===== src/design/smet_pkg.sv =====
`timescale 1ns / 1ps

package smet_pkg;

	// Internal arithmetic word; every Q12.36 value is sign-extended to it.
	localparam int WORD_W = 64;
	localparam int FRAC_BITS = 36;
	localparam int LIMIT_W = 32;
	localparam int LOG_W = 30;
	localparam int FRAC_LOG = 24;

	// Escape bound: |z|^2 > 16*16 in Q.36.
	localparam logic [WORD_W-1:0] ESCAPE_Q = 64'd256 << FRAC_BITS;
	// Smooth count offset 1.52876637 in Q.24, with the Q.16 rounding half.
	localparam logic [WORD_W-1:0] SMOOTH_K = 64'd25648444 + 64'd128;
	localparam logic [LOG_W-1:0] LOG_OFS_M = 30'd36 << FRAC_LOG;
	localparam logic [LOG_W-1:0] LOG_OFS_L = 30'd24 << FRAC_LOG;
	localparam logic [LIMIT_W-1:0] LIMIT_RESET = 32'd65535;

	// Result status codes.
	localparam logic [1:0] ST_ESCAPED = 2'd0;
	localparam logic [1:0] ST_PERIODIC = 2'd1;
	localparam logic [1:0] ST_LIMIT = 2'd2;

	// Configuration register word index.
	localparam logic REG_LIMIT = 1'b0;

endpackage


===== src/design/smet_log2.sv =====
`timescale 1ns / 1ps

module smet_log2 import smet_pkg::*; (
	input  logic              clk,
	input  logic              arst_n,
	input  logic              go,
	input  logic [WORD_W-1:0] v,
	output logic [LOG_W-1:0]  result,
	output logic              done
);

	logic        run_q;
	logic [4:0]  cnt_q;
	logic        done_q;
	logic [63:0] v_q;
	logic [5:0]  p_q;
	logic [30:0] x_q;
	logic [23:0] frac_q;
	logic [6:0]  sft_c;
	logic        top_zero_c;
	logic [61:0] sq_c;
	logic [31:0] y_c;

	// Step counter: six normalize steps, one load, 24 squarings.
	always_ff @(posedge clk or negedge arst_n) begin
		if (!arst_n) begin
			run_q <= 1'b0;
			cnt_q <= 5'd0;
			done_q <= 1'b0;
		end else begin
			done_q <= 1'b0;
			if (go) begin
				run_q <= 1'b1;
				cnt_q <= 5'd0;
			end else if (run_q) begin
				if (cnt_q == 5'd30) begin
					run_q <= 1'b0;
					done_q <= 1'b1;
				end else begin
					cnt_q <= cnt_q + 5'd1;
				end
			end
		end
	end

	// Binary search for the top bit, 32 down to 1.
	always_comb begin
		case (cnt_q)
			5'd0: sft_c = 7'd32;
			5'd1: sft_c = 7'd16;
			5'd2: sft_c = 7'd8;
			5'd3: sft_c = 7'd4;
			5'd4: sft_c = 7'd2;
			5'd5: sft_c = 7'd1;
			default: sft_c = 7'd0;
		endcase
	end

	assign top_zero_c = (v_q >> (7'd64 - sft_c)) == 64'd0;

	// One squaring per cycle on the Q1.30 mantissa.
	assign sq_c = x_q * x_q;
	assign y_c = sq_c[61:30];

	always_ff @(posedge clk) begin
		if (go) begin
			v_q <= v;
			p_q <= 6'd63;
			frac_q <= 24'd0;
		end else if (run_q) begin
			if (cnt_q <= 5'd5) begin
				if (top_zero_c) begin
					v_q <= v_q << sft_c;
					p_q <= p_q - sft_c[5:0];
				end
			end else if (cnt_q == 5'd6) begin
				x_q <= v_q[63:33];
			end else begin
				if (y_c[31]) begin
					x_q <= y_c[31:1];
					frac_q <= {frac_q[22:0], 1'b1};
				end else begin
					x_q <= y_c[30:0];
					frac_q <= {frac_q[22:0], 1'b0};
				end
			end
		end
	end

	assign result = {p_q, frac_q};
	assign done = done_q;

endmodule


===== config.mk =====
export PLATFORM = sky130hd
export DESIGN_NAME = smet_log2
export DESIGN_NICKNAME = d
export VERILOG_FILES = /design/src/design/smet_pkg.sv /design/src/design/smet_log2.sv
export SDC_FILE = /design/constraint.sdc
export NUM_CORES = 2
export LEC_CHECK = 0
export BUFFER_PORTS_ARGS = -buffer_cell sky130_fd_sc_hd__buf_2
export CORE_ASPECT_RATIO = 0.9
export CORE_MARGIN = 5
export CORE_UTILIZATION = 62
export DETAILED_ROUTE_END_ITERATION = 8
export PLACE_DENSITY_LB_ADDON = 0.12
export SYNTH_ARGS = -nofsm -noshare
export SYNTH_HDL_FRONTEND = slang
export SYNTH_SLANG_ARGS = --single-unit

===== constraint.sdc =====
create_clock -name clk -period 12.07 [get_ports clk]
set_clock_uncertainty 0.1 [all_clocks]
set_input_delay 1.8105 -clock clk [delete_from_list [all_inputs] [get_ports clk]]
set_output_delay 1.8105 -clock clk [all_outputs]
set_load 0.05 [all_outputs]

== Word-level counts from Yosys, hierarchy flattened ==
Index checks and enable logic that the tools add are counted.
Word-level totals
  word-level logic and storage cells: 52
  output and inout bits: 31
  bits of input ports: 67
  bits in registers: 132
Operators by class
  bitwise logic cells: 3
  shifts and indexed selects: 2
  multiply operators: 1
  reductions and logical operators: 10
  $lt $le $gt $ge: 1
  multiplexer cells: 17
  $add $sub $neg: 3
  eq/ne operators: 8
Operator list (count)
  two-way mux 64 bit: 4
  logical NOT 64 bit: 1
  << shifter 64 x 7 -> 64 bit: 1
  >> shifter 64 x 7 -> 64 bit: 1
  multiplier 31 x 31 -> 62 bit: 1
  two-way mux 31 bit: 2
  case mux 6 bit (6 select lines): 1
  == test 5 x 3 -> 1 bit (second input constant): 3
  two-way mux 5 bit: 3
  AND reduction 3 bit: 4
  == test 5 x 2 -> 1 bit (second input constant): 2
  two-way mux 1 bit: 7
  subtractor 7 bit (first input constant): 1
  nonzero test 2 bit: 3
  subtractor 6 bit: 1
  adder 5 x 1 -> 5 bit (second input constant): 1
  == test 5 x 1 -> 1 bit (second input constant): 1
  == test 5 bit (second input constant): 1
  <= comparator 5 x 3 -> 1 bit (second input constant): 1
  logical NOT 5 bit: 1
  NOT 1 bit: 3
  inequality test 2 bit (second input constant): 1
  AND reduction 2 bit: 1

== Depth between registers and ports, before layout ==
  word-level depth: 9
  mapped depth: 32
  mapped depth without buffers: 27

== Worst setup path after synthesis ==
No wires, ideal clock.
  path type: reg2reg
  start point: register x_q[4]
  end point: register x_q[0], data pin
  library setup time: 0.270 ns
  stages on the path, launching flop included: 29
  slack: 3.953 ns
  arrival: 7.747 ns
  path buffers: 4
  required time: 11.700 ns
  period minus slack after synthesis: 8.117 ns
  cell sequence: edfxtp_1 > clkbuf_1 > clkbuf_1 > nand2_1 > fa_1 > inv_1 > fa_1 > fa_1 > inv_1 > fa_1 > inv_1 > fa_1 > inv_1 > fa_1 > inv_1 > fa_1 > fa_1 > ha_1 > nand2_1 > or3_1 > o311ai_0 > a21oi_1 > o2111ai_1 > nand2_1 > xnor2_1 > clkbuf_1 > buf_2 > mux2i_1 > a21oi_1
Between the ends
  longest elaborated chain between the ends: 3
RTL lines
  start: declaration: RTL line smet_log2.sv:17  | logic [30:0] x_q;
  start signal: assignment: RTL line smet_log2.sv:77  | x_q <= v_q[63:33];
  start signal: assignment: RTL line smet_log2.sv:80  | x_q <= y_c[31:1];
  start signal: assignment: RTL line smet_log2.sv:83  | x_q <= y_c[30:0];
  multiplier 31 x 31 -> 62 bit: RTL line smet_log2.sv:62  | assign sq_c = x_q * x_q;
  two-way mux 31 bit: RTL line smet_log2.sv:79  | if (y_c[31]) begin
  two-way mux 31 bit: RTL line smet_log2.sv:76  | end else if (cnt_q == 5'd6) begin
No other way between the ends.
A chain may end at the register's enable or synchronous reset.

== Final worst setup path ==
  start point: register x_q[15]
  end point: register x_q[4], data pin
Same word-level chain as after synthesis.

==> out/metrics.cfg <==
[run_status]
outcome=completed

[clock_network]
path_clk_slew_ns=0.08
post-cts-setup-buffers=0
htreeDepth=4
worstSkewPairLatency_ns=0.44
clock_path_buffers=2
cts_tree=built
root_buffer=clkbuf_16
cts_hold_repair.buffers=0
cts_num_sinks=132
numCtsBuffers=17
cts_resized=0

[critical_path]
crit_cells=24
crit_path_end_kind=flop
cp_slowest_stage_delay_ns=0.85
cpMaxStageDelayCell=xnor2_2
rr_worst_depth=24
crit_required_ns=12.16
cp_common_cell=fa_1
reg2reg_from=x_q[15]
critPathKind=flop to flop
cp_max_fo=25
r2r-end=x_q[4]
rrSetupSlack_ns=2.03
path_cells=buf_4 > clkinv_1 > nor2_1 > fa_1 > fa_1 > fa_1 > inv_1 > fa_1 > inv_1 > fa_1 > fa_1 > fa_1 > fa_1 > ha_1 > nand2_1 > or3_1 > o311ai_1 > a21oi_1 > o2111ai_1 > nand2_1 > xnor2_2 > buf_4 > nor2_1 > a221o_1
crit_family=adder cells
critical_path_buf_inv_count=5
startpoint_type=flop
cp.arrival_ns=10.12

[yosys]
yosys-top-cells-area=fa_1 39%, inv_1 9.2%, ha_1 9.0%, edfxtp_1 7.4%, mux2i_1 6.2%
yosysWarningCount=0
syn_avg_cell_area_um2=9.08
ys_ff_latch=132
syn_nets=5312
async_reset_ff_share_pct=5.30
synthCells=4220
synth_ff_type=edfxtp_1
synth_most_common_cell=inv_1
synthDistinctLibCells=85
netlist_top_cells_count=943 x inv_1, 748 x fa_1, 489 x nand2_1
yosysSeqAreaShare_pct=9.47
synth_edf_count=95
synth_top_cell_by_area=fa_1
syn_area_mm2=0.0383
synth_top_area_share_pct=39.1

[global_route]
grt_pass1_vias=30500
antenna_found_initial=5
grt_overflow=0
grt_max_degree=96
grt_pass1_wl_mm=169
track_usage_pct=31.9

[cells_and_area]
fillers=5197
nNetsFinal=5269
syn2layout_area_growth_pct=4.50
drive_above_1_share_pct=6.06

[sta]
period_needed_ns=10.04
rsz0062_at_grt=no
fmax_ghz=0.0996
finalSetupViolCount=0
finalSetupTns_ns=0
finalCritPeriodShare_pct=83.2
slew_headroom_pct=26.6
slew_viol_final=0
finalHoldViolCount=0
holdWs_ns=0.370
tightest_slew_ns=1.10

[die]
ioPinCount=98
dieHeight_um=246
fp-row-count=86
die_area_mm2=0.0669
start_util_pct=62.6
die_w_um=272
coreArea_mm2=0.0612

[detailed_routing]
route.vias.total=29300
drc_errors=0
drt_iter0_markers=2673
routed_via_density=5.88
drtAntennaViolNets=0
wire_per_inst_um=20.7
routed_wl_mm=103
first_pass_iters=6

[flow_run]
maxCapViolations=0

[hold_path]
hp-class=flop to flop
whs_endpoint=frac_q[23]
min_path_cells=2
min-delay-start=frac_q[23]

[place]
dpl.hpwl_mm=83.5
place_congestion=0.968
port_buffers=97

==> registers in the layout, indices dropped and copies added, names as in the netlist <==
signal	count
done	1
cnt_q	5
v_q	64
frac_q	24
run_q	1
p_q	6
x_q	31
==> layout make-up <==
type	count	area, µm²	area share, %
Clock inverter	15	175	0.438
Sequential cell	132	3630	9.06
Tap cell	792	991	2.48
Clock buffer	17	425	1.06
Inverter	946	3550	8.87
Timing Repair Buffer	157	938	2.34
Multi-Input combinational cell	2923	30300	75.7
Antenna cell	1	2.50	0.00625
==> stage by stage <==
| stage | std cells | worst slack (ns) | utilization [%] | instance area (µm²) |
|---|---|---|---|---|
| 6_report | 4983 | 2.03 | 65.4 | 40000 |
| 3_3_place_gp | 4950 | 1.79 | 64.4 | 39400 |
| 3_5_place_dp | 4950 | 2.14 | 64.4 | 39400 |
| 2_1_floorplan | 4220 | 3.95 | - | 38300 |
| 5_1_grt | 4982 | 1.76 | 65.4 | 40000 |
| 4_1_cts | 4982 | 2.11 | 65.4 | 40000 |
==> kinds of logic (layout without fill, tap and decap cells) <==
group	count (synthesis)	count (layout)	share of synthesized area, %
AOI/OAI and AO/OA	511	511	8.65
xor gates and xnor gates	67	67	1.57
adders and majority gates	1025	1025	48.1
buffers and inverters	1165	1135	11.5
DFF	132	132	9.47
muxes	269	269	7.66
other	0	1	0
and+or+nand+nor	1051	1051	13.0
==> cell usage in the layout (no fill, tap or decap), drive strengths merged, types with 25 or more instances in the layout <==
cell | netlist | layout
a211oi | 55 | 55
a21o | 49 | 49
a21oi | 134 | 134
and2 | 196 | 196
buf | 46 | 157
dfxtp | 30 | 30
edfxtp | 95 | 95
fa | 748 | 748
ha | 277 | 277
inv | 945 | 954
mux2i | 238 | 238
nand2 | 490 | 490
nand3 | 43 | 43
nor2 | 148 | 148
nor3 | 48 | 48
o21ai | 117 | 117
xnor2 | 42 | 42
xor2 | 25 | 25
==> tightest hold or removal path, cell delays in order, from the launching register on <==
cell	delay (ns)
dfxtp_1	0.32
nand2_1	0.05
a21oi_1	0.06
==> worst max path at each step <==
| stage | start | endpoint |
|---|---|---|
| 3_3_place_gp | x_q[15] | x_q[4] |
| 2_1_floorplan | x_q[4] | x_q[0] |
| 3_5_place_dp | x_q[15] | x_q[4] |
| 5_1_grt | x_q[15] | x_q[2] |
| 6_report | x_q[15] | x_q[4] |
| 4_1_cts | x_q[15] | x_q[4] |
==> metal layers <==
metal  vias up  share of wire, %  global-route usage [%]
met4         6               2.3                    6.63
met5         -             0.033                       0
met3       176               9.2                    4.73
met1     14600                43                    47.4
li1      13200                 -                       -
met2      1330                46                    50.5
Power is left out: the tool's default activity adds up to more than one toggle a clock period on the data nets, which glitch-free logic cannot reach.
