$ cat src/design/smet_pkg.sv
`timescale 1ns / 1ps

package smet_pkg;

	// Internal arithmetic word; every Q12.36 value is sign-extended to it.
	localparam int WORD_W = 64;
	localparam int FRAC_BITS = 36;
	localparam int LIMIT_W = 32;
	localparam int LOG_W = 30;
	localparam int FRAC_LOG = 24;

	// Escape bound: |z|^2 > 16*16 in Q.36.
	localparam logic [WORD_W-1:0] ESCAPE_Q = 64'd256 << FRAC_BITS;
	// Smooth count offset 1.52876637 in Q.24, with the Q.16 rounding half.
	localparam logic [WORD_W-1:0] SMOOTH_K = 64'd25648444 + 64'd128;
	localparam logic [LOG_W-1:0] LOG_OFS_M = 30'd36 << FRAC_LOG;
	localparam logic [LOG_W-1:0] LOG_OFS_L = 30'd24 << FRAC_LOG;
	localparam logic [LIMIT_W-1:0] LIMIT_RESET = 32'd65535;

	// Result status codes.
	localparam logic [1:0] ST_ESCAPED = 2'd0;
	localparam logic [1:0] ST_PERIODIC = 2'd1;
	localparam logic [1:0] ST_LIMIT = 2'd2;

	// Configuration register word index.
	localparam logic REG_LIMIT = 1'b0;

endpackage

$ cat src/design/smet_cmul.sv
`timescale 1ns / 1ps

module smet_cmul import smet_pkg::*; (
	input  logic                     clk,
	input  logic                     arst_n,
	input  logic                     go,
	input  logic signed [WORD_W-1:0] a,
	input  logic signed [WORD_W-1:0] b,
	output logic signed [WORD_W-1:0] result,
	output logic                     done
);

	logic               run_q;
	logic [2:0]         ph_q;
	logic               done_q;
	logic [63:0]        am_q;
	logic [63:0]        bm_q;
	logic               neg_q;
	logic [63:0]        pp_q;
	logic [1:0]         sh_q;
	logic [127:0]       acc_q;
	logic signed [63:0] result_q;
	logic [31:0]        a_half;
	logic [31:0]        b_half;
	logic [127:0]       pp_shift;
	logic [92:0]        rnd_c;
	logic [62:0]        mag_c;

	// Sequencer: four partial products, then accumulation, rounding and result.
	always_ff @(posedge clk or negedge arst_n) begin
		if (!arst_n) begin
			run_q <= 1'b0;
			ph_q <= 3'd0;
			done_q <= 1'b0;
		end else begin
			done_q <= 1'b0;
			if (go) begin
				run_q <= 1'b1;
				ph_q <= 3'd0;
			end else if (run_q) begin
				if (ph_q == 3'd6) begin
					run_q <= 1'b0;
					done_q <= 1'b1;
				end else begin
					ph_q <= ph_q + 3'd1;
				end
			end
		end
	end

	// Halves of the magnitudes for the current partial product.
	assign a_half = ph_q[1] ? am_q[63:32] : am_q[31:0];
	assign b_half = ph_q[0] ? bm_q[63:32] : bm_q[31:0];

	always_comb begin
		case (sh_q)
			2'd0: pp_shift = {64'd0, pp_q};
			2'd1: pp_shift = {32'd0, pp_q, 32'd0};
			2'd2: pp_shift = {pp_q, 64'd0};
			default: pp_shift = 128'd0;
		endcase
	end

	// Round half away from zero on the magnitude, then saturate at 2^62.
	assign rnd_c = {1'b0, acc_q[127:36]} + {92'd0, acc_q[35]};
	assign mag_c = (rnd_c > (93'd1 << 62)) ? (63'd1 << 62) : rnd_c[62:0];

	// Datapath.
	always_ff @(posedge clk) begin
		if (go) begin
			am_q <= a[63] ? (64'd0 - a) : a;
			bm_q <= b[63] ? (64'd0 - b) : b;
			neg_q <= a[63] ^ b[63];
			acc_q <= 128'd0;
		end else if (run_q) begin
			if (ph_q <= 3'd3) begin
				pp_q <= a_half * b_half;
				sh_q <= {1'b0, ph_q[1]} + {1'b0, ph_q[0]};
			end
			if (ph_q >= 3'd1 && ph_q <= 3'd4) begin
				acc_q <= acc_q + pp_shift;
			end
			if (ph_q == 3'd6) begin
				result_q <= neg_q ? (64'sd0 - $signed({1'b0, mag_c}))
					: $signed({1'b0, mag_c});
			end
		end
	end

	assign result = result_q;
	assign done = done_q;

endmodule

$ cat config.mk
export PLATFORM = sky130hd
export DESIGN_NAME = smet_cmul
export DESIGN_NICKNAME = d
export VERILOG_FILES = /design/src/design/smet_pkg.sv /design/src/design/smet_cmul.sv
export SDC_FILE = /design/constraint.sdc
export NUM_CORES = 2
export LEC_CHECK = 0
export CORE_MARGIN = 3
export CORE_UTILIZATION = 40
export CTS_CLUSTER_DIAMETER = 30
export DETAILED_ROUTE_END_ITERATION = 12
export DONT_BUFFER_PORTS = 1
export PLACE_DENSITY_LB_ADDON = 0.08
export RECOVER_POWER = 50
export SLEW_MARGIN = 20
export SYNTH_ARGS = -nofsm -noshare
export SYNTH_HDL_FRONTEND = slang
export SYNTH_SLANG_ARGS = --single-unit
export TNS_END_PERCENT = 20
$ cat constraint.sdc
create_clock -name clk -period 23 [get_ports clk]
set_input_delay 2.3 -clock clk [delete_from_list [all_inputs] [get_ports clk]]
set_output_delay 2.3 -clock clk [all_outputs]
set_load 0.1 [all_outputs]
; After elaboration in Yosys (flattened, before gate mapping)
; Cells that the tools add are included.
; W data, S select, Z words.
[totals]
wordCells = 54
ramBits = 0
reg_bits = 392
memories = 0
output_inout_bits = 65
latch_bits = 0
mem_bits_ro = 0
[classes]
multipliers = 1
n_reduce_logical = 7
add_sub_neg = 7
order_cmp = 4
shift = 0
bitwise_logic = 2
eq_ne = 4
n_mux = 16
div = 0
[ops]
columns = cell, count
row1 = $pmux W128 S3, 1
row2 = $mux W63, 4
row3 = $add A128 B128 Y128, 1
row4 = $sub A1 B64 Y64 const A, 2
row5 = $add A92 B1 Y93, 1
row6 = $gt A93 B63 Y1 const B, 1
row7 = $mul A32 B32 Y64, 1
row8 = $mux W32, 2
row9 = $sub A1 B63 Y64 const A, 1
row10 = $mux W3, 3
row11 = $mux W1, 6
row12 = $reduce_and A3 Y1, 2
row13 = $reduce_and A2 Y1, 2
row14 = $add A3 B1 Y3 const B, 1
row15 = $eq A3 B3 Y1 const B, 1
row16 = $ge A3 B1 Y1 const B, 1
row17 = $le A3 B2 Y1 const B, 1
row18 = $le A3 B3 Y1 const B, 1
row19 = $add A1 B1 Y2, 1
row20 = $eq A2 B1 Y1 const B, 1
row21 = $eq A2 B2 Y1 const B, 1
row22 = $logic_not A2 Y1, 1
row23 = $ne A2 B2 Y1 const B, 1
row24 = $reduce_bool A2 Y1, 1
row25 = 3 further kinds, 3

; Longest topological paths before layout
[depth]
word_depth = 5
ltp_mapped = 37

; Worst setup path after synthesis
; No wires, ideal clock.
[synth_timing]
path_type = flip-flop to flip-flop
start = register ph_q[1]
end = register pp_q[56] (data pin)
t_arrival_ns = 9.276
path_stages_with_launch = 33
path_slack_ns = 13.464
setup_time_ns = 0.260
required_ns = 22.740
path_cell_list = dfrtp_1 -> clkbuf_1 -> buf_1 -> clkbuf_1 -> mux2i_1 -> clkbuf_1 -> nor2_1 -> fa_1 -> fa_1 -> fa_1 -> inv_1 -> fa_1 -> inv_1 -> fa_1 -> fa_1 -> fa_1 -> inv_1 -> fa_1 -> inv_1 -> ha_1 -> a21o_1 -> a21o_1 -> a21oi_1 -> nor2_1 -> a211oi_1 -> o211ai_1 -> o221ai_1 -> o21ai_0 -> a211o_1 -> a221oi_1 -> o21ai_0 -> a31o_2 -> xor2_1
[synth_via]
elab_chain_len = 2
[synth_rtl]
columns = item, line
row1 = "start, declared", smet_cmul.sv:14  ; logic [2:0] ph_q;
row2 = "start signal, assigned", smet_cmul.sv:45  ; ph_q <= ph_q + 3'd1;
row3 = $mux W32, smet_cmul.sv:52  ; assign a_half = ph_q[1] ? am_q[63:32] : am_q[31:0];
row4 = $mul A32 B32 Y64, smet_cmul.sv:77  ; pp_q <= a_half * b_half;
row5 = "end signal, assigned", smet_cmul.sv:77
row6 = "end, declared", smet_cmul.sv:19  ; logic [63:0] pp_q;
; Every way passes these cells.
; A chain may end at the register's enable or synchronous reset.

; Final worst setup path
[layout_timing]
start = register ph_q[0]
end = register pp_q[62] (data pin)
[layout_via]
elab_chain_len = 2
[layout_rtl]
columns = item, line
row1 = $mux W32, smet_cmul.sv:53  ; assign b_half = ph_q[0] ? bm_q[63:32] : bm_q[31:0];
row2 = $mul A32 B32 Y64, smet_cmul.sv:77
; Every way passes these cells.

==> run_results.csv <==
group,metric,value,unit
route,drcViolationCount,0,
worst_setup_path,crit_slowest_cell,"clkbuf_1",
yosys,yosysWarnings,0,
run_status,violations,"max-capacitance violations, max-slew violations",
yosys,synth_top_area_cell,"fa_1",
yosys,synth_top_area_share,29.4,%
die,die_area,0.157,mm^2
yosys,synth_fp_nets,8457,
sta,setup_ws,9220,ps
route,wl,215000,um
yosys,synth_cell_type_count,76,
clocking,cts-resized-gates,0,
clocking,clock_latency,740,ps
die,dieWidth,397,um
sta,fmax,0.0725,GHz
global_route,antenna_found_initial,1,
worst_setup_path,worstPathArrival,14210,ps
clocking,post_cts_buffers,0,
worst_setup_path,slowest_delay,3170,ps
clocking,clkSlewWorstSetupHoldPaths,40,ps
die,die_y,397,um
route,ant_nets,0,
sta,finalSetupViolations,0,
clocking,htree_levels,3,
sta,setup-tns-final,0,ps
placement,dpl.cell_count,8793,
route,drt_iter0_drc,3206,
die,num_rows,142,
worst_setup_path,crit_fanout,60,
clocking,clock_sink_count,392,
route,first_pass_iters,6,
die,ios,196,
global_route,first_global_vias,51166,
clocking,numCtsBuffers,105,
run,max_cap_viol_count,6,
final_layout,seqCellArea,0.0105,mm^2
final_layout,area_growth,9.67,%
sta,min_period_over_period,59.9,%
global_route,grt_usage,27.4,%
sta,tightest_slew,4490,ps
run_status,outcome,"complete, but fails checks",
global_route,grt_overflow,0,
clocking,cts_root_buf,"clkbuf_16",
route,vias,49134,
route,wire_per_inst,23.9,um
final_layout,final_net_count,8313,
global_route,grt_max_degree,238,
yosys,async_flop_share,1.28,%
sta,hold_violations,0,
clocking,tritoncts,"built",
worst_setup_path,critPathCaptureType,"flop",
placement,dp_hpwl,170000,um
yosys,synth_common_cells,"998 x inv_1, 897 x fa_1, 866 x nand2_1, 813 x nor2_1, 400 x ha_1",
yosys,synth_edf_count,259,
worst_setup_path,cp_common_cell,"fa_1",
sta,finalClockSkew,52.8,ps
sta,slew_viol_final,351,
yosys,syn_avg_cell_area,8.69,um^2
placement,place_congestion,0.938,
route,avgViaCountPerCell,5.46,
sta,post-route-min-period,13780,ps
final_layout,multi_input_area,0.0458,mm^2
yosys,ys_seq_area_share,17.1,%
yosys,synth_most_common_cell,"inv_1",
yosys,syn_area,0.0611,mm^2
die,coreArea,0.151,mm^2
final_layout,final-instance-count-excl-fill,8995,
final_layout,fillers,15015,
yosys,yosys_most_used_dff,"edfxtp_1",
yosys,ys_ff_latch,392,
worst_setup_path,worst-setup-path-type,"reg -> reg",
clocking,hold_buffers,0,
clocking,clk_path_buf_depth,3,
hold_path,min_path_type,"reg -> reg",
final_layout,drive_gt1_share,6.36,%
die,initial_core_util,40.5,%
placement,placement.io_buffers,0,
yosys,synth_area_leaders,"fa_1 29%, edfxtp_1 13%, ha_1 8.2%, inv_1 6.1%, nand2_1 5.3%",
sta,hold_ws,453,ps
global_route,grt_pass1_wl,325000,um
sta,rsz0062_at_grt,"no",
worst_setup_path,start_kind,"flop",
worst_setup_path,crit_required,23430,ps
yosys,synthCells,7029,
placement,dp_slack,11970,ps
sta,slew-limit-headroom,-199,%
==> area by class of cell <==
type	instances	area share, %
timing repair buffer	97	1.08
inverter	999	5.60
multi-input combinational	5290	68.4
clock inverter	86	1.55
tap	2016	3.77
clock buffer	112	3.99
sequential	392	15.6
antenna	3	0.0112
==> critical path: cells and delay by family, from the launching register on <==
family                   cells  cell delay [ps]
multiplexers                 1             1280
AND/OR/NAND/NOR              1              180
adder cells (fa/ha/maj)      9             4550
XOR/XNOR                     1              120
flip-flops                   1              710
AO/OA/AOI/OAI                9             3110
buffers and inverters        6             3450
==> cells by family (layout without fill, tap and decap cells) <==
| group | after synthesis | after routing | synth area share, % |
|---|---|---|---|
| compound gates | 1089 | 1089 | 11.3 |
| xor+xnor | 420 | 420 | 6.03 |
| fa+ha+maj | 1297 | 1297 | 37.6 |
| buf+inv | 1347 | 1294 | 8.28 |
| flops | 392 | 392 | 17.1 |
| mux | 162 | 162 | 2.79 |
| other cells | 0 | 3 | 0 |
| simple gates | 2322 | 2322 | 16.9 |
==> placed cells by master (no fill, tap or decap), types with 108 or more instances in the layout <==
cell type | Yosys | routed
nand3_1 | 108 | 108
a21oi_1 | 347 | 346
xor2_1 | 112 | 112
fa_1 | 897 | 897
inv_1 | 998 | 998
ha_1 | 400 | 400
nand2_1 | 866 | 866
a21o_1 | 128 | 127
xnor2_1 | 308 | 308
dfxtp_1 | 128 | 128
nor2_1 | 813 | 812
o21ai_0 | 245 | 245
edfxtp_1 | 259 | 259
==> path summary, 6_finish.rpt <==
kind,start,cells past startpoint,endpoint,slack (ps)
setup / recovery,ph_q[0],27,pp_q[62],9220
hold / removal,acc_q[32],2,acc_q[32],450
setup reg to reg,ph_q[0],27,pp_q[62],9220
hold reg to reg,acc_q[32],2,acc_q[32],450
max in group asynchronous,arst_n,0,done,21660
min in group asynchronous,arst_n,0,ph_q[1],1270
==> per-stage QoR <==
step                      utilization (%)  cell area (um^2)
after floorplan                         -             61100
after global routing                 44.4             66900
after CTS                            44.5             67000
final                                44.4             67000
after global placement               42.0             63300
after detailed placement             42.0             63300
==> flip-flops by register name (all words and copies together) (netlist names) <==
name	count
neg_q	1
bm_q	64
done	1
am_q	64
pp_q	64
result	64
run_q	1
acc_q	128
sh_q	2
ph_q	3
==> metal layers <==
metal  up-vias  part of all wire (%)  GRT usage, %
met5         -                     0             0
met2      1678                    47          45.0
li1      22667                     -             -
met3       443                   6.4          4.71
met4         0                   5.6          13.0
met1     24346                    41          35.1
Power is left out: the tool's default activity adds up to more than one toggle a clock period on the data nets, which glitch-free logic cannot reach.
